===== config.mk =====
export PLATFORM = sky130hd
export DESIGN_NAME = c8x_ctrl
export DESIGN_NICKNAME = d
export VERILOG_FILES = /design/src/sv/c8x_pkg.sv /design/src/sv/c8x_ctrl.sv
export VERILOG_INCLUDE_DIRS = /design/src /design/src/sv
export SDC_FILE = /design/constraint.sdc
export NUM_CORES = 1
export LEC_CHECK = 0
export BUFFER_PORTS_ARGS = -buffer_cell sky130_fd_sc_hd__buf_4
export CAP_MARGIN = 20
export CORE_AREA = 2 2 50 52
export CTS_CLUSTER_DIAMETER = 150
export DETAILED_ROUTE_END_ITERATION = 7
export DIE_AREA = 0 0 52 54
export PLACE_DENSITY = 0.68
export REMOVE_ABC_BUFFERS = 1
export SYNTH_ARGS = -nofsm -noshare
export SYNTH_HDL_FRONTEND = slang
export SYNTH_SLANG_ARGS = --single-unit
export TNS_END_PERCENT = 100

===== constraint.sdc =====
create_clock -name clk -period 2.1 [get_ports clk]
set_input_delay 0.21 -clock clk [delete_from_list [all_inputs] [get_ports clk]]
set_output_delay 0.21 -clock clk [all_outputs]
set_load 0.005 [all_outputs]

===== src/sv/chip8_instruction_executor_defines.svh =====
// Assertion macros shared by the executor RTL.
// Depends on nothing; the using module supplies clk and rst_n.
`ifndef CHIP8_INSTRUCTION_EXECUTOR_DEFINES_SVH
`define CHIP8_INSTRUCTION_EXECUTOR_DEFINES_SVH
`ifndef SYNTHESIS
`define C8X_ASSERT_IMP(lbl, ante, cons, msg) \
  lbl: assert property (@(posedge clk) disable iff (!rst_n) (ante) |-> (cons)) else $error(msg);
`define C8X_ASSERT_NXT(lbl, ante, cons, msg) \
  lbl: assert property (@(posedge clk) disable iff (!rst_n) (ante) |=> (cons)) else $error(msg);
`else
`define C8X_ASSERT_IMP(lbl, ante, cons, msg)
`define C8X_ASSERT_NXT(lbl, ante, cons, msg)
`endif
`endif


===== src/sv/c8x_pkg.sv =====
// Types, constants, font table and decoder for the CHIP-8 executor.
// Depends on nothing.
package c8x_pkg;

  localparam int MEM_BYTES   = 4096;
  localparam int MEM_AW      = $clog2(MEM_BYTES);
  localparam int DISP_W      = 64;
  localparam int DISP_H      = 32;
  localparam int PIXELS      = DISP_W * DISP_H;
  localparam int PIX_AW      = $clog2(PIXELS);
  localparam int STACK_DEPTH = 16;
  localparam int SP_W        = $clog2(STACK_DEPTH);
  localparam int FONT_BYTES  = 80;
  localparam int NUM_REGS    = 16;

  localparam logic [MEM_AW-1:0] PC_RESET = 12'h200;

  localparam logic [1:0] CMD_EXEC  = 2'd0;
  localparam logic [1:0] CMD_WRITE = 2'd1;
  localparam logic [1:0] CMD_PIXEL = 2'd2;

  localparam logic [3:0] OP_SYS  = 4'h0;
  localparam logic [3:0] OP_JP   = 4'h1;
  localparam logic [3:0] OP_CALL = 4'h2;
  localparam logic [3:0] OP_SE   = 4'h3;
  localparam logic [3:0] OP_SNE  = 4'h4;
  localparam logic [3:0] OP_SER  = 4'h5;
  localparam logic [3:0] OP_LD   = 4'h6;
  localparam logic [3:0] OP_ADD  = 4'h7;
  localparam logic [3:0] OP_ALU  = 4'h8;
  localparam logic [3:0] OP_LDI  = 4'hA;
  localparam logic [3:0] OP_RND  = 4'hC;
  localparam logic [3:0] OP_DRW  = 4'hD;
  localparam logic [3:0] OP_KEY  = 4'hE;
  localparam logic [3:0] OP_MISC = 4'hF;

  localparam logic [3:0] SYS_CLS = 4'h0;
  localparam logic [3:0] SYS_RET = 4'hE;
  localparam logic [3:0] ALU_MOV = 4'h0;
  localparam logic [3:0] ALU_OR  = 4'h1;
  localparam logic [3:0] ALU_AND = 4'h2;
  localparam logic [3:0] ALU_ADC = 4'h4;
  localparam logic [3:0] ALU_SUB = 4'h5;
  localparam logic [7:0] KEY_SKP  = 8'h9E;
  localparam logic [7:0] KEY_SKNP = 8'hA1;
  localparam logic [7:0] F_LDDT  = 8'h07;
  localparam logic [7:0] F_SETDT = 8'h15;
  localparam logic [7:0] F_SETST = 8'h18;
  localparam logic [7:0] F_FONT  = 8'h29;
  localparam logic [7:0] F_BCD   = 8'h33;
  localparam logic [7:0] F_FILL  = 8'h65;

  localparam logic [7:0] FONT [FONT_BYTES] = '{
    8'hF0, 8'h90, 8'h90, 8'h90, 8'hF0, 8'h20, 8'h60, 8'h20, 8'h20, 8'h70,
    8'hF0, 8'h10, 8'hF0, 8'h80, 8'hF0, 8'hF0, 8'h10, 8'hF0, 8'h10, 8'hF0,
    8'h90, 8'h90, 8'hF0, 8'h10, 8'h10, 8'hF0, 8'h80, 8'hF0, 8'h10, 8'hF0,
    8'hF0, 8'h80, 8'hF0, 8'h90, 8'hF0, 8'hF0, 8'h10, 8'h20, 8'h40, 8'h40,
    8'hF0, 8'h90, 8'hF0, 8'h90, 8'hF0, 8'hF0, 8'h90, 8'hF0, 8'h10, 8'hF0,
    8'hF0, 8'h90, 8'hF0, 8'h90, 8'h90, 8'hE0, 8'h90, 8'hE0, 8'h90, 8'hE0,
    8'hF0, 8'h80, 8'h80, 8'h80, 8'hF0, 8'hE0, 8'h90, 8'h90, 8'h90, 8'hE0,
    8'hF0, 8'h80, 8'hF0, 8'h80, 8'hF0, 8'hF0, 8'h80, 8'hF0, 8'h80, 8'h80
  };

  typedef enum logic [4:0] {
    CLS_CLS, CLS_RET, CLS_JP, CLS_CALL, CLS_SE, CLS_SNE, CLS_SER, CLS_LD,
    CLS_ADD, CLS_MOV, CLS_OR, CLS_AND, CLS_ADDC, CLS_SUB, CLS_LDI, CLS_RND,
    CLS_DRW, CLS_SKP, CLS_SKNP, CLS_LDDT, CLS_SETDT, CLS_SETST, CLS_FONT,
    CLS_BCD, CLS_FILL, CLS_BAD
  } opclass_t;

  typedef enum logic [4:0] {
    UOP_NONE, UOP_INIT, UOP_ACCEPT, UOP_PIX, UOP_F1, UOP_F2, UOP_F3, UOP_F4,
    UOP_EXEC, UOP_CLR, UOP_DMEM, UOP_DLAT, UOP_DPRD, UOP_DPWR, UOP_WRVF,
    UOP_BCD1, UOP_BCD2, UOP_BCD3, UOP_FRD, UOP_FWR, UOP_TICK, UOP_REPLY
  } uop_t;

  typedef enum logic [4:0] {
    ST_INIT, ST_IDLE, ST_PIX, ST_F1, ST_F2, ST_F3, ST_F4, ST_EXEC, ST_CLR,
    ST_DMEM, ST_DLAT, ST_DPRD, ST_DPWR, ST_WRVF, ST_BCD1, ST_BCD2, ST_BCD3,
    ST_FRD, ST_FWR, ST_TICK, ST_REPLY
  } state_t;

  typedef struct packed {
    uop_t uop;
  } cmd_t;

  typedef struct packed {
    opclass_t cls;
    logic     cnt_last;
    logic     col_last;
    logic     row_last;
    logic     rows_zero;
    logic     bit_set;
    logic     fill_last;
  } status_t;

  function automatic opclass_t decode_op(logic [15:0] w);
    opclass_t c;
    c = CLS_BAD;
    case (w[15:12])
      OP_SYS: begin
        if (w[3:0] == SYS_CLS) c = CLS_CLS;
        else if (w[3:0] == SYS_RET) c = CLS_RET;
      end
      OP_JP:   c = CLS_JP;
      OP_CALL: c = CLS_CALL;
      OP_SE:   c = CLS_SE;
      OP_SNE:  c = CLS_SNE;
      OP_SER:  c = CLS_SER;
      OP_LD:   c = CLS_LD;
      OP_ADD:  c = CLS_ADD;
      OP_ALU: begin
        case (w[3:0])
          ALU_MOV: c = CLS_MOV;
          ALU_OR:  c = CLS_OR;
          ALU_AND: c = CLS_AND;
          ALU_ADC: c = CLS_ADDC;
          ALU_SUB: c = CLS_SUB;
          default: c = CLS_BAD;
        endcase
      end
      OP_LDI: c = CLS_LDI;
      OP_RND: c = CLS_RND;
      OP_DRW: c = CLS_DRW;
      OP_KEY: begin
        if (w[7:0] == KEY_SKP) c = CLS_SKP;
        else if (w[7:0] == KEY_SKNP) c = CLS_SKNP;
      end
      OP_MISC: begin
        case (w[7:0])
          F_LDDT:  c = CLS_LDDT;
          F_SETDT: c = CLS_SETDT;
          F_SETST: c = CLS_SETST;
          F_FONT:  c = CLS_FONT;
          F_BCD:   c = CLS_BCD;
          F_FILL:  c = CLS_FILL;
          default: c = CLS_BAD;
        endcase
      end
      default: c = CLS_BAD;
    endcase
    return c;
  endfunction

endpackage


===== src/sv/c8x_ctrl.sv =====
// Sequencer for the executor: walks fetch, decode, execute and reply steps.
// Depends on c8x_pkg and the assertion macro header.
`include "chip8_instruction_executor_defines.svh"
module c8x_ctrl
  import c8x_pkg::*;
(
  input  logic       clk,
  input  logic       rst_n,
  input  logic       in_valid,
  output logic       in_ready,
  input  logic [1:0] in_cmd,
  output logic       out_valid,
  input  logic       out_ready,
  input  status_t    st,
  output cmd_t       ctl
);

  state_t state_r, state_nxt;
  logic   out_valid_r, out_valid_nxt;
  logic   reply_go;

  assign reply_go  = (state_r == ST_REPLY) && (!out_valid_r || out_ready);
  assign in_ready  = (state_r == ST_IDLE);
  assign out_valid = out_valid_r;

  always_comb begin
    state_nxt = state_r;
    case (state_r)
      ST_INIT: if (st.cnt_last) state_nxt = ST_IDLE;
      ST_IDLE: begin
        if (in_valid) begin
          case (in_cmd)
            CMD_EXEC:  state_nxt = ST_F1;
            CMD_PIXEL: state_nxt = ST_PIX;
            default:   state_nxt = ST_REPLY;
          endcase
        end
      end
      ST_PIX:  state_nxt = ST_REPLY;
      ST_F1:   state_nxt = ST_F2;
      ST_F2:   state_nxt = ST_F3;
      ST_F3:   state_nxt = ST_F4;
      ST_F4:   state_nxt = ST_EXEC;
      ST_EXEC: begin
        case (st.cls)
          CLS_CLS:  state_nxt = ST_CLR;
          CLS_DRW:  state_nxt = st.rows_zero ? ST_WRVF : ST_DMEM;
          CLS_ADDC: state_nxt = ST_WRVF;
          CLS_SUB:  state_nxt = ST_WRVF;
          CLS_BCD:  state_nxt = ST_BCD1;
          CLS_FILL: state_nxt = ST_FRD;
          default:  state_nxt = ST_TICK;
        endcase
      end
      ST_CLR:  if (st.cnt_last) state_nxt = ST_TICK;
      ST_DMEM: state_nxt = ST_DLAT;
      ST_DLAT: state_nxt = ST_DPRD;
      ST_DPRD, ST_DPWR: begin
        if (state_r == ST_DPRD && st.bit_set) state_nxt = ST_DPWR;
        else if (st.col_last && st.row_last) state_nxt = ST_WRVF;
        else if (st.col_last) state_nxt = ST_DMEM;
        else state_nxt = ST_DPRD;
      end
      ST_WRVF: state_nxt = ST_TICK;
      ST_BCD1: state_nxt = ST_BCD2;
      ST_BCD2: state_nxt = ST_BCD3;
      ST_BCD3: state_nxt = ST_TICK;
      ST_FRD:  state_nxt = ST_FWR;
      ST_FWR:  state_nxt = st.fill_last ? ST_TICK : ST_FRD;
      ST_TICK: state_nxt = ST_REPLY;
      ST_REPLY: if (reply_go) state_nxt = ST_IDLE;
      default: state_nxt = ST_INIT;
    endcase
  end

  always_comb begin
    ctl.uop = UOP_NONE;
    case (state_r)
      ST_INIT:  ctl.uop = UOP_INIT;
      ST_IDLE:  if (in_valid) ctl.uop = UOP_ACCEPT;
      ST_PIX:   ctl.uop = UOP_PIX;
      ST_F1:    ctl.uop = UOP_F1;
      ST_F2:    ctl.uop = UOP_F2;
      ST_F3:    ctl.uop = UOP_F3;
      ST_F4:    ctl.uop = UOP_F4;
      ST_EXEC:  ctl.uop = UOP_EXEC;
      ST_CLR:   ctl.uop = UOP_CLR;
      ST_DMEM:  ctl.uop = UOP_DMEM;
      ST_DLAT:  ctl.uop = UOP_DLAT;
      ST_DPRD:  ctl.uop = UOP_DPRD;
      ST_DPWR:  ctl.uop = UOP_DPWR;
      ST_WRVF:  ctl.uop = UOP_WRVF;
      ST_BCD1:  ctl.uop = UOP_BCD1;
      ST_BCD2:  ctl.uop = UOP_BCD2;
      ST_BCD3:  ctl.uop = UOP_BCD3;
      ST_FRD:   ctl.uop = UOP_FRD;
      ST_FWR:   ctl.uop = UOP_FWR;
      ST_TICK:  ctl.uop = UOP_TICK;
      ST_REPLY: if (reply_go) ctl.uop = UOP_REPLY;
      default:  ctl.uop = UOP_NONE;
    endcase
  end

  always_comb begin
    out_valid_nxt = out_valid_r;
    if (out_valid_r && out_ready) out_valid_nxt = 1'b0;
    if (reply_go) out_valid_nxt = 1'b1;
  end

  always_ff @(posedge clk) begin
    if (!rst_n) begin
      state_r     <= ST_INIT;
      out_valid_r <= 1'b0;
    end else begin
      state_r     <= state_nxt;
      out_valid_r <= out_valid_nxt;
    end
  end

  `C8X_ASSERT_IMP(a_exec_after_fetch, state_r == ST_EXEC, $past(state_r) == ST_F4, "exec without fetch")
  `C8X_ASSERT_NXT(a_reply_loads, state_r == ST_REPLY && !out_valid_r, out_valid_r && state_r == ST_IDLE, "reply not loaded")
  `C8X_ASSERT_NXT(a_exec_fetches, in_valid && in_ready && in_cmd == CMD_EXEC, state_r == ST_F1, "exec beat not fetched")
  `C8X_ASSERT_NXT(a_vf_then_tick, state_r == ST_WRVF, state_r == ST_TICK, "flag write not followed by tick")

endmodule


==> results of run 1 <==
[metal layers]
layer  part of all wire, %  vias up  track usage, %
li1                      -      511               -
met1                    44      491            25.6
met2                    49       41            34.2
met3                   6.5        2            2.78
met4                  0.55        0            4.82
met5                     0        -               0
[path summary, 6_finish.rpt]
check / startpoint / depth (start not counted) / slack (ns) / to
max: state_r[1] / 5 / 0.20 / ctl[4]
min: rst_n / 3 / 0.24 / state_r[1]
max reg2reg: state_r[1] / 4 / 0.34 / state_r[0]
min reg2reg: out_valid / 2 / 0.62 / out_valid
[cells in the mapped netlist (3+ instances only)]
cell type	count	area, um^2
sky130_fd_sc_hd__a32oi_1	3	26.3
sky130_fd_sc_hd__nand3_1	3	15.0
sky130_fd_sc_hd__dfxtp_1	6	120
sky130_fd_sc_hd__inv_1	4	15.0
sky130_fd_sc_hd__nand2_1	3	11.3
sky130_fd_sc_hd__nor4b_1	3	26.3
sky130_fd_sc_hd__nand2b_1	5	31.3
sky130_fd_sc_hd__buf_4	5	37.5
sky130_fd_sc_hd__nor2b_1	9	56.3
sky130_fd_sc_hd__a21oi_1	6	30.0
sky130_fd_sc_hd__clkbuf_1	4	15.0
sky130_fd_sc_hd__nor2_1	10	37.5
sky130_fd_sc_hd__a21o_1	3	22.5
sky130_fd_sc_hd__o21ai_0	9	45.0
sky130_fd_sc_hd__a31oi_1	4	25.0
sky130_fd_sc_hd__a2bb2oi_1	3	26.3
[state kept, by name (all words and copies together) (netlist names)]
register and cells:
state_r 5, out_valid 1
[metrics by stage]
| stage | utilization, % | std cells | setup WS [ns] | hold slack (ns) | area (um^2) |
|---|---|---|---|---|---|
| after floorplan | - | 110 | 0.358 | 0.341 | 813 |
| after global placement | 46.4 | 170 | 0.370 | 0.481 | 1080 |
| after detailed placement | 46.4 | 170 | 0.331 | 0.489 | 1080 |
| after CTS | 47.4 | 173 | 0.213 | 0.234 | 1100 |
| after global routing | 47.4 | 173 | 0.0642 | 0.235 | 1100 |
| final | 47.4 | 173 | 0.204 | 0.240 | 1100 |
[cell families (layout without fill, tap and decap cells)]
| kind of cell | count (synthesis) | after routing | share of synthesized area (%) |
|---|---|---|---|
| flops | 6 | 6 | 13.8 |
| buf+inv | 14 | 37 | 8.20 |
| simple gates | 52 | 52 | 37.0 |
| compound gates | 45 | 45 | 38.0 |
| xor+xnor | 3 | 3 | 3.02 |
[worst min-delay path: stages]
cell	delay (ns)
sky130_fd_sc_hd__buf_4	0.12
sky130_fd_sc_hd__nand4_1	0.07
sky130_fd_sc_hd__a31oi_1	0.04
[cell usage in the layout, fill, tap and decap left out, types with 2 or more instances in the layout]
| master | count |
|---|---|
| sky130_fd_sc_hd__clkbuf_4 | 3 |
| sky130_fd_sc_hd__a2bb2oi_1 | 3 |
| sky130_fd_sc_hd__nor2_1 | 10 |
| sky130_fd_sc_hd__nor2b_1 | 9 |
| sky130_fd_sc_hd__nand2b_1 | 5 |
| sky130_fd_sc_hd__a31oi_1 | 4 |
| sky130_fd_sc_hd__nand4_1 | 2 |
| sky130_fd_sc_hd__nor3b_1 | 2 |
| sky130_fd_sc_hd__inv_1 | 4 |
| sky130_fd_sc_hd__o22ai_1 | 2 |
| sky130_fd_sc_hd__o21ai_0 | 9 |
| sky130_fd_sc_hd__nor3_1 | 2 |
| sky130_fd_sc_hd__nand2_1 | 3 |
| sky130_fd_sc_hd__nand3b_1 | 2 |
| sky130_fd_sc_hd__buf_4 | 30 |
| sky130_fd_sc_hd__nand3_1 | 3 |
| sky130_fd_sc_hd__dfxtp_1 | 6 |
| sky130_fd_sc_hd__a32oi_1 | 3 |
| sky130_fd_sc_hd__a21o_1 | 3 |
| sky130_fd_sc_hd__xnor2_1 | 2 |
| sky130_fd_sc_hd__a21oi_1 | 6 |
| sky130_fd_sc_hd__o21a_1 | 2 |
| sky130_fd_sc_hd__nor4b_1 | 3 |
| sky130_fd_sc_hd__nor4_1 | 2 |
[power breakdown]
part / switching [mW] / internal [mW]
Sequential: 0.0668 / 0.137
Combinational: 0.296 / 0.297
Clock: 0.0465 / 0.0650
Total: 0.409 / 0.499
[layout make-up]
type                            instances  share of cell area [%]
Tap cell                               30                    3.42
Sequential cell                         6                    10.9
Clock buffer                            3                    2.05
Timing Repair Buffer                   30                    20.5
Inverter                                4                    1.37
Multi-Input combinational cell        100                    61.7
==> summary.md, run 1 <==
| Metric | Value |
|---|---|
| Most used flip-flop cell after synthesis | `sky130_fd_sc_hd__dfxtp_1` |
| Arrival time of the worst setup path | `around 1.7 ns` |
| Clock buffer count from CTS | `3` |
| Cell mode on critical path | `sky130_fd_sc_hd__buf_4` |
| Initial core utilization | `37.5%` |
| H-tree depth | `1` |
| Core box area | `2320 um^2` |
| Largest stage delay on the critical path | `0.47 ns` |
| RePlAce Congestion | `0.917` |
| Post-CTS sizing | `0` |
| Unrepaired setup endpoints after global routing | `no` |
| Maximum frequency from static timing analysis | `528 MHz` |
| Area Overhead vs Synth | `26.3%` |
| Post-detail-place hpwl | `1.98 mm` |
| Iteration count of the initial detailed-routing pass | `4` |
| Routed WL per cell | `14.6 um` |
| Post-CTS clock slew at the launch and capture registers of the worst setup and hold paths | `0.05 ns` |
| Post-Route Setup TNS | `0 ns` |
| Final setup violation count | `0` |
| Count of buffers inserted at the top-level ports | `23` |
| Worst Setup Path Type | `reg -> out` |
| LEAKAGE | `0.409 nW` |
| Number of placement rows | `18` |
| Path category of the worst min-delay check | `in -> reg` |
| Total area of multi-input combinational cells | `678 um^2` |
| Worst path slowest cell | `sky130_fd_sc_hd__dfxtp_1` |
| Total count of max-transition violations in the final report | `0` |
| Number of flops mapped to enable cells by yosys | `0` |
| Clock network latency to the later pin of the worst-skew pair | `0.25 ns` |
| Vert. Die Dim | `approximately 54 um` |
| Bufs on Longest Clock Path | `2` |
| Fin crit share | `between 90% and 100%` |
| Cells along the critical path | `buf_4 -> nor2_1 -> a21oi_1 -> o32ai_1 -> buf_4` |
| Number of buffer and inverter instances along the worst setup path | `2` |
| Remaining design rule violation count | `0` |
| Total vias in the final route | `1,045` |
| Die footprint | `2810 um^2` |
| Areal power density over the cells | `approximately 830 nW/um^2` |
| Synthesized flop and latch total | `6` |
| Overall routing resource usage | `19.7%` |
| Part of the Yosys area used for sequential elements | `13.8%` |
| Number of buffers inserted by hold repair at cts | `0` |
| Status | `completed` |
| Antenna violations before repair | `0` |
| Power Total | `909 uW` |
| Number of global-route vias before repair | `961` |
| Max-slew headroom at the worst pin | `65.0%` |
| Count of unique library cells instantiated by Yosys | `48` |
| Ratio of cells with drive above 1 in the final layout | `25.9%` |
| Kind of cell adding the most delay to the critical path | `flip-flops` |
| Aggregate global routing overflow | `0` |
| Share of synthesized registers carrying an async set or reset | `0%` |
| Final worst clock skew | `0.00321 ns` |
| Total clock sinks | `6` |
| Number of vias per cell | `6.04` |
| # IOs | `24` |
| Filler cell count in the final layout | `between 200 and 250` |
| CP endpoint kind | `primary output` |
| Final number of hold-violating endpoints | `0` |
| Slew at the pin closest to its max-slew limit | `0.524 ns` |
| Sequential Area | `120 um^2` |
| Synthesized area | `approximately 870 um^2` |
| Maximum number of pins on one net before global-route repair | `17` |
| WP data required | `1.89 ns` |
| Total length of routed wires | `2.53 mm` |
| Number of max-cap violations | `0` |
| Horizontal extent of the die | `between 50 and 60 um` |
| Nature of the critical path startpoint | `flop` |
| Antenna Diode Count | `0` |
| Number of DRC markers after the initial detailed-route iteration | `37` |
| Number of warning messages in the yosys log | `0` |
| CTS tree | `built` |
| Mean post-synth cell area | `7.25 um^2` |
| Final min period | `about 1.9 ns` |
| Worst ir drop on vdd | `between 0.3 and 0.4 mV` |
| Maximum fanout encountered on the critical timing path | `16` |
| First-pass GRT wire length | `4.21 mm` |
| Final net count | `162` |
| Root buffer cell | `sky130_fd_sc_hd__clkbuf_4` |
| Antenna violation net count after detailed routing | `0` |
| Mapped Cells | `120` |
| Number of setup buffers added after CTS | `0` |
Note: power is estimated with default switching activity, not from simulation.
==> inputs of run 2 (changes only) <==
CELL_PAD_IN_SITES_DETAIL_PLACEMENT = 0   (was default)
CELL_PAD_IN_SITES_GLOBAL_PLACEMENT = 1   (was default)
CORE_AREA = 2 2 53 55   (was 2 2 50 52)
DIE_AREA = 0 0 55 57   (was 0 0 52 54)
PLACE_DENSITY = 0.8   (was 0.68)
==> run 2 against run 1 <==
Against the previous run:
- clock-buffer cell count stayed put
- combinational power decreased by 2%
- non-clock buffer count down 2
- via count fell by 1.1%
- global-route usage shrank 1.1 points
- sequential share of layout area is 0.14 points higher
- total power decreased by 0.25%
- utilization shrank 5.9 points
- flip-flop and latch count stayed put
- register-to-register slack got worse by 0.06 ns
- cell area fell by 1.3%
- worst hold slack got worse by 0.014 ns
- largest power group unchanged
- highest routed layer unchanged
==> summary.md, run 2 (synthesis gave the netlist of run 1 again) <==
| Metric | Value |
|---|---|
| Final number of hold-violating endpoints | `0 (unchanged)` |
| Depth of the most critical reg-to-reg path | `4 (unchanged)` |
| Endpoint of the most critical register-to-register path | `state_r[0]` |
| Slew at the pin closest to its max-slew limit | `0.592 ns (+0.0674 ns)` |
| Top register by number of flip-flops | `state_r` |
| Final setup violation count | `0 (unchanged)` |
| Final setup margin | `0.207 ns (+0.00259 ns)` |
| Post-CTS clock slew at the launch and capture registers of the worst setup and hold paths | `0.05 ns (about the same)` |
| CTS tree | `built` |
| Arrival time of the worst setup path | `1.68 ns (about the same)` |
| Number of DRC markers after the initial detailed-route iteration | `57 (+54%)` |
| Total count of max-transition violations in the final report | `0 (unchanged)` |
| Number of flip-flops under the largest register name | `5 (unchanged)` |
| Antenna violation net count after detailed routing | `0 (unchanged)` |
| Total length of routed wires | `2.58 mm (+2.3%)` |
| Clock network latency to the later pin of the worst-skew pair | `0.25 ns (about the same)` |
| H-tree depth | `1 (unchanged)` |
| Final worst clock skew | `0.00734 ns (+0.00413 ns)` |
| Number of vias per cell | `6.01 (-0.57%)` |
| Worst ir drop on vdd | `0.404 mV (+22%)` |
| Post-detail-place hpwl | `1.93 mm (-2.5%)` |
| Maximum fanout encountered on the critical timing path | `18 (+2)` |
| First-pass GRT wire length | `4.38 mm (+4.1%)` |
| Post-CTS sizing | `0 (unchanged)` |
| Termination of the worst setup path | `ctl[1]` |
| Most frequent cells in the layout | `sky130_fd_sc_hd__buf_4, sky130_fd_sc_hd__nor2_1, sky130_fd_sc_hd__nor2b_1, sky130_fd_sc_hd__o21ai_0` |
| Ratio of cells with drive above 1 in the final layout | `24.8% (-1.1 points)` |
| RePlAce Congestion | `0.878 (-4.3%)` |
| Sequential Area | `120 um^2 (unchanged)` |
| Post-Route Setup TNS | `0 ns (unchanged)` |
| Die footprint | `3140 um^2 (+12%)` |
| Overall routing resource usage | `18.6% (-1.1 points)` |
| Areal power density over the cells | `835 nW/um^2 (+1.0%)` |
| CP endpoint kind | `primary output` |
| Root buffer cell | `sky130_fd_sc_hd__clkbuf_4` |
| Most common library cell in the layout ignoring fill and taps | `sky130_fd_sc_hd__buf_4` |
| Aggregate global routing overflow | `0 (unchanged)` |
| Number of global-route vias before repair | `979 (+1.9%)` |
| Setup slack, reg-to-reg | `0.28 ns (-0.06 ns)` |
| Bufs on Longest Clock Path | `2 (unchanged)` |
| Vert. Die Dim | `57 um (+5.6%)` |
| Number of setup buffers added after CTS | `0 (unchanged)` |
| R2r startpoint | `state_r[3]` |
| Power Total | `906 uW (-0.25%)` |
| Area Overhead vs Synth | `24.7%` |
| Status | `completed` |
| Maximum frequency from static timing analysis | `528 MHz (+0.14%)` |
| Antenna Diode Count | `0 (unchanged)` |
| Total vias in the final route | `1,033 (-1.1%)` |
| Final net count | `160 (-1.2%)` |
| Path category of the worst min-delay check | `in -> reg` |
| Horizontal extent of the die | `55 um (+5.8%)` |
| Count of buffers inserted at the top-level ports | `23 (unchanged)` |
| Initial core utilization | `33.3% (-4.2 points)` |
| Total clock sinks | `6 (unchanged)` |
| Filler cell count in the final layout | `278 (+20%)` |
| Routed WL per cell | `15.0 um (+2.9%)` |
| Max-slew headroom at the worst pin | `60.5% (-4.5 points)` |
| Number of placement rows | `19 (+1)` |
| Iteration count of the initial detailed-routing pass | `4 (unchanged)` |
| Placement-stage worst setup slack | `0.351 ns (+0.0195 ns)` |
| Core box area | `2620 um^2 (+13%)` |
| Launch point of the worst path | `state_r[3]` |
| Antenna violations before repair | `0 (unchanged)` |
| Unrepaired setup endpoints after global routing | `no` |
| # IOs | `24 (unchanged)` |
| Maximum number of pins on one net before global-route repair | `19 (+2)` |
| Clock buffer count from CTS | `3 (unchanged)` |
| Final min period | `1.89 ns (-0.00258 ns)` |
| Number of max-cap violations | `0 (unchanged)` |
| Total area of multi-input combinational cells | `678 um^2 (unchanged)` |
| Number of buffers inserted by hold repair at cts | `0 (unchanged)` |
| Nature of the critical path startpoint | `flop` |
| Remaining design rule violation count | `0 (unchanged)` |
| Fin crit share | `90.1% (-0.12 points)` |
| LEAKAGE | `0.398 nW (-2.7%)` |
| WP data required | `1.89 ns (about the same)` |
| Worst Setup Path Type | `reg -> out` |
## run 2: cell count changes in the layout (fill, tap and decap cells not counted)
| cell | before | now |
|---|---|---|
| sky130_fd_sc_hd__buf_4 | 30 | 28 |
## run 2: area by class of cell
cell class | instances | area share [%]
clock buffers | 3 | 2.08
flip-flops and latches | 6 | 11.1
inverters | 4 | 1.38
repair buffers | 28 | 19.4
multi-input cells | 100 | 62.5
well taps | 31 | 3.58
## run 2: worst min path at each step
| stage | start | endpoint | slack (ns) | depth (start not counted) |
|---|---|---|---|---|
| 6_report | rst_n | state_r[1] | 0.23 | 3 |
| 5_1_grt | rst_n | state_r[1] | 0.25 | 3 |
| 4_1_cts | rst_n | state_r[1] | 0.22 | 3 |
| 3_5_place_dp | rst_n | state_r[1] | 0.48 | 3 |
| 3_3_place_gp | rst_n | state_r[1] | 0.50 | 3 |
| 2_1_floorplan | rst_n | state_r[1] | 0.34 | 2 |
## run 2: through the flow
step                      cell area (um^2)  hold WS [ns]  utilization, %  cells
after floorplan                        813         0.341               -    110
after detailed placement              1060         0.483            40.6    169
after CTS                             1080         0.224            41.5    172
after global routing                  1080         0.252            41.5    172
final                                 1080         0.226            41.5    172
after global placement                1060         0.495            40.6    169
## run 2: routing by layer
metal	vias to the layer above	share of wire [%]	track usage, %
met1	484	42	25.9
met2	40	49	28.7
met3	2	8.4	4.45
met4	0	0.46	4.18
met5	-	0	0
li1	507	-	-
## run 2: report_power, final
group          total (mW)  internal, mW  switching (mW)
Clock               0.110        0.0649          0.0454
Sequential          0.216         0.138          0.0785
Combinational       0.580         0.291           0.289
Total               0.906         0.493           0.413
## run 2: critical path: stages (launching register included)
cell,delay [ns]
sky130_fd_sc_hd__dfxtp_1,0.69
sky130_fd_sc_hd__or2_1,0.23
sky130_fd_sc_hd__o21ai_0,0.08
sky130_fd_sc_hd__a221oi_1,0.27
sky130_fd_sc_hd__buf_4,0.16
==> inputs of run 3 (changes only) <==
GPL_TIMING_DRIVEN = 0   (was default)
==> run 3 against run 2 <==
Against the previous run:
- clock-buffer cell count did not move
- via count fell by 5.8%
- sequential power rose by 25%
- worst hold slack improved by 0.0068 ns
- critical path type unchanged
- largest power group unchanged
==> summary.md, run 3 (synthesis gave the netlist of run 1 again) <==
| Metric | Value |
|---|---|
| LEAKAGE | `0.373 nW (-6.2%)` |
| Final worst clock skew | `0.00549 ns (-0.00185 ns)` |
| Clock buffer count from CTS | `3 (unchanged)` |
| Areal power density over the cells | `809 nW/um^2 (-3.2%)` |
| First-pass GRT wire length | `4.12 mm (-6.0%)` |
| Top routing layer in use | `met4` |
| Aggregate global routing overflow | `0 (unchanged)` |
| Status | `completed` |
| Count of buffers inserted at the top-level ports | `23 (unchanged)` |
| Die footprint | `3140 um^2 (unchanged)` |
| Final net count | `155 (-3.1%)` |
| Antenna violation net count after detailed routing | `0 (unchanged)` |
| Area of placed instances | `1020 um^2 (-3.5%)` |
| Overall routing resource usage | `16.7% (-1.8 points)` |
| Most frequent cells in the layout | `sky130_fd_sc_hd__buf_4, sky130_fd_sc_hd__nor2_1, sky130_fd_sc_hd__nor2b_1, sky130_fd_sc_hd__o21ai_0, sky130_fd_sc_hd__a21oi_1` |
| # IOs | `24 (unchanged)` |
| Met3 wirelength from detailed routing | `77 um (-65%)` |
| Antenna violations before repair | `0 (unchanged)` |
| WP data required | `1.89 ns (about the same)` |
| Iteration count of the initial detailed-routing pass | `4 (unchanged)` |
| Final number of hold-violating endpoints | `0 (unchanged)` |
| Remaining design rule violation count | `0 (unchanged)` |
| Horizontal extent of the die | `55 um (unchanged)` |
| Core box area | `2620 um^2 (unchanged)` |
| Total length of routed wires | `2.42 mm (-6.2%)` |
| Number of DRC markers after the initial detailed-route iteration | `21 (-63%)` |
| Number of vias per cell | `5.83 (-3.0%)` |
| Total vias in the final route | `973 (-5.8%)` |
| Combinational group share of total power | `55.8% (-8.2 points)` |
| Post-Route Setup TNS | `0 ns (unchanged)` |
| WL met2 | `1.17 mm (-6.8%)` |
| Max-slew headroom at the worst pin | `60.9% (+0.36 points)` |
| Routed WL per cell | `14.5 um (-3.4%)` |
| Total clock sinks | `6 (unchanged)` |
| Area Overhead vs Synth | `21.0%` |
| Proportion of power drawn by flip-flops and latches | `31.8% (+8.0 points)` |
| Maximum frequency from static timing analysis | `533 MHz (+0.81%)` |
| H-tree depth | `1 (unchanged)` |
| Maximum number of pins on one net before global-route repair | `26 (+7)` |
| Final setup violation count | `0 (unchanged)` |
| Slew at the pin closest to its max-slew limit | `0.586 ns (-0.00536 ns)` |
| Bufs on Longest Clock Path | `2 (unchanged)` |
| Root buffer cell | `sky130_fd_sc_hd__clkbuf_4` |
| Top register by number of flip-flops | `state_r` |
| Worst ir drop on vdd | `0.428 mV (+6.0%)` |
| Worst Setup Path Type | `reg -> out` |
| Number of max-cap violations | `0 (unchanged)` |
| Arrival time of the worst setup path | `1.67 ns (about the same)` |
| Total count of max-transition violations in the final report | `0 (unchanged)` |
| Number of setup buffers added after CTS | `0 (unchanged)` |
| Fraction of power consumed by the clock network | `12.4% (+0.2 points)` |
| Final min period | `1.88 ns (-0.0152 ns)` |
| Met1 wire length | `1.16 mm (+6.2%)` |
| Cell-internal power | `463 uW (-6.2%)` |
| CTS tree | `built` |
| RePlAce Congestion | `0.885 (+0.77%)` |
| Ratio of cells with drive above 1 in the final layout | `25.0% (+0.18 points)` |
| Fin crit share | `89.4% (-0.72 points)` |
| Post-CTS clock slew at the launch and capture registers of the worst setup and hold paths | `0.04 ns (about the same)` |
| Initial core utilization | `33.3% (unchanged)` |
| Reported net switching power | `389 uW (-6.0%)` |
| Sequential Area | `125 um^2 (+4.2%)` |
| CP endpoint kind | `primary output` |
| Path category of the worst min-delay check | `in -> reg` |
| Antenna Diode Count | `0 (unchanged)` |
| Filler cell count in the final layout | `290 (+4.3%)` |
| Clock network latency to the later pin of the worst-skew pair | `0.25 ns (about the same)` |
| Number of placement rows | `19 (unchanged)` |
| Number of global-route vias before repair | `941 (-3.9%)` |
| Post-detail-place hpwl | `1.75 mm (-9.5%)` |
| Switching share of power | `45.6% (+0.058 points)` |
| Total area of multi-input combinational cells | `678 um^2 (unchanged)` |
| Most common library cell in the layout ignoring fill and taps | `sky130_fd_sc_hd__buf_4` |
| Number of flip-flops under the largest register name | `5 (unchanged)` |
| Cell area after layout | `1050 um^2 (-3.0%)` |
| Maximum fanout encountered on the critical timing path | `18 (unchanged)` |
| Nature of the critical path startpoint | `flop` |
| Unrepaired setup endpoints after global routing | `no` |
| Vert. Die Dim | `57 um (unchanged)` |
-- run 3: changes by cell type in the layout (fill, tap and decap cells not counted), sizes merged --
cell | before | now
buf | 28 | 23
-- run 3: critical path, stage by stage (launching register included) --
cell,delay [ns]
sky130_fd_sc_hd__dfxtp_1,0.68
sky130_fd_sc_hd__or2_1,0.22
sky130_fd_sc_hd__o21ai_0,0.08
sky130_fd_sc_hd__a221oi_1,0.27
sky130_fd_sc_hd__buf_4,0.16
-- run 3: final cells by class --
cell class | count | share of cell area, %
tap | 31 | 3.69
timing repair buffer | 23 | 16.4
inverter | 4 | 1.43
sequential | 6 | 11.9
multi-input combinational | 100 | 64.4
clock buffer | 3 | 2.14
-- run 3: stage by stage --
step / cells / util, % / total power [mW] / hold WS, ns / setup WS [ns]
floorplan: 110 / - / 0.547 / 0.341 / 0.358
global placement: 164 / 39.2 / 0.737 / 0.488 / 0.0108
detailed placement: 164 / 39.2 / 0.739 / 0.487 / 0.00433
CTS: 167 / 40.1 / 0.846 / 0.234 / 0.0892
global route: 167 / 40.2 / 0.928 / 0.251 / 0.0869
finish: 167 / 40.2 / 0.851 / 0.233 / 0.222
-- run 3: final timing paths --
kind | start | to | slack [ns] | cells after the start
setup / recovery | state_r[3] | ctl[1] | 0.22 | 4
setup reg to reg | state_r[0] | state_r[0] | 0.25 | 4
hold / removal | rst_n | state_r[1] | 0.23 | 3
hold reg to reg | out_valid | out_valid | 0.64 | 2
-- run 3: routing by layer --
layer  vias up  GRT usage (%)
met2        21           26.0
li1        496              -
met4         0           5.23
met3         2           2.09
met1       454           23.7
met5         -              0
-- run 3: what timing repair did --
action,in CTS,in global routing
pin swaps,0,0
hold buffers,0,0
resized for setup,1,3
cloned,0,0
endpoints found under the setup margin,1,3
-- run 3: power groups by stage --
stage / clock network, mW / registers, mW / logic (mW)
after floorplan: 0 / 0.225 / 0.322
after global placement: 0 / 0.265 / 0.472
after detailed placement: 0 / 0.264 / 0.475
after CTS: 0.108 / 0.264 / 0.475
after global routing: 0.114 / 0.285 / 0.528
final: 0.106 / 0.271 / 0.475
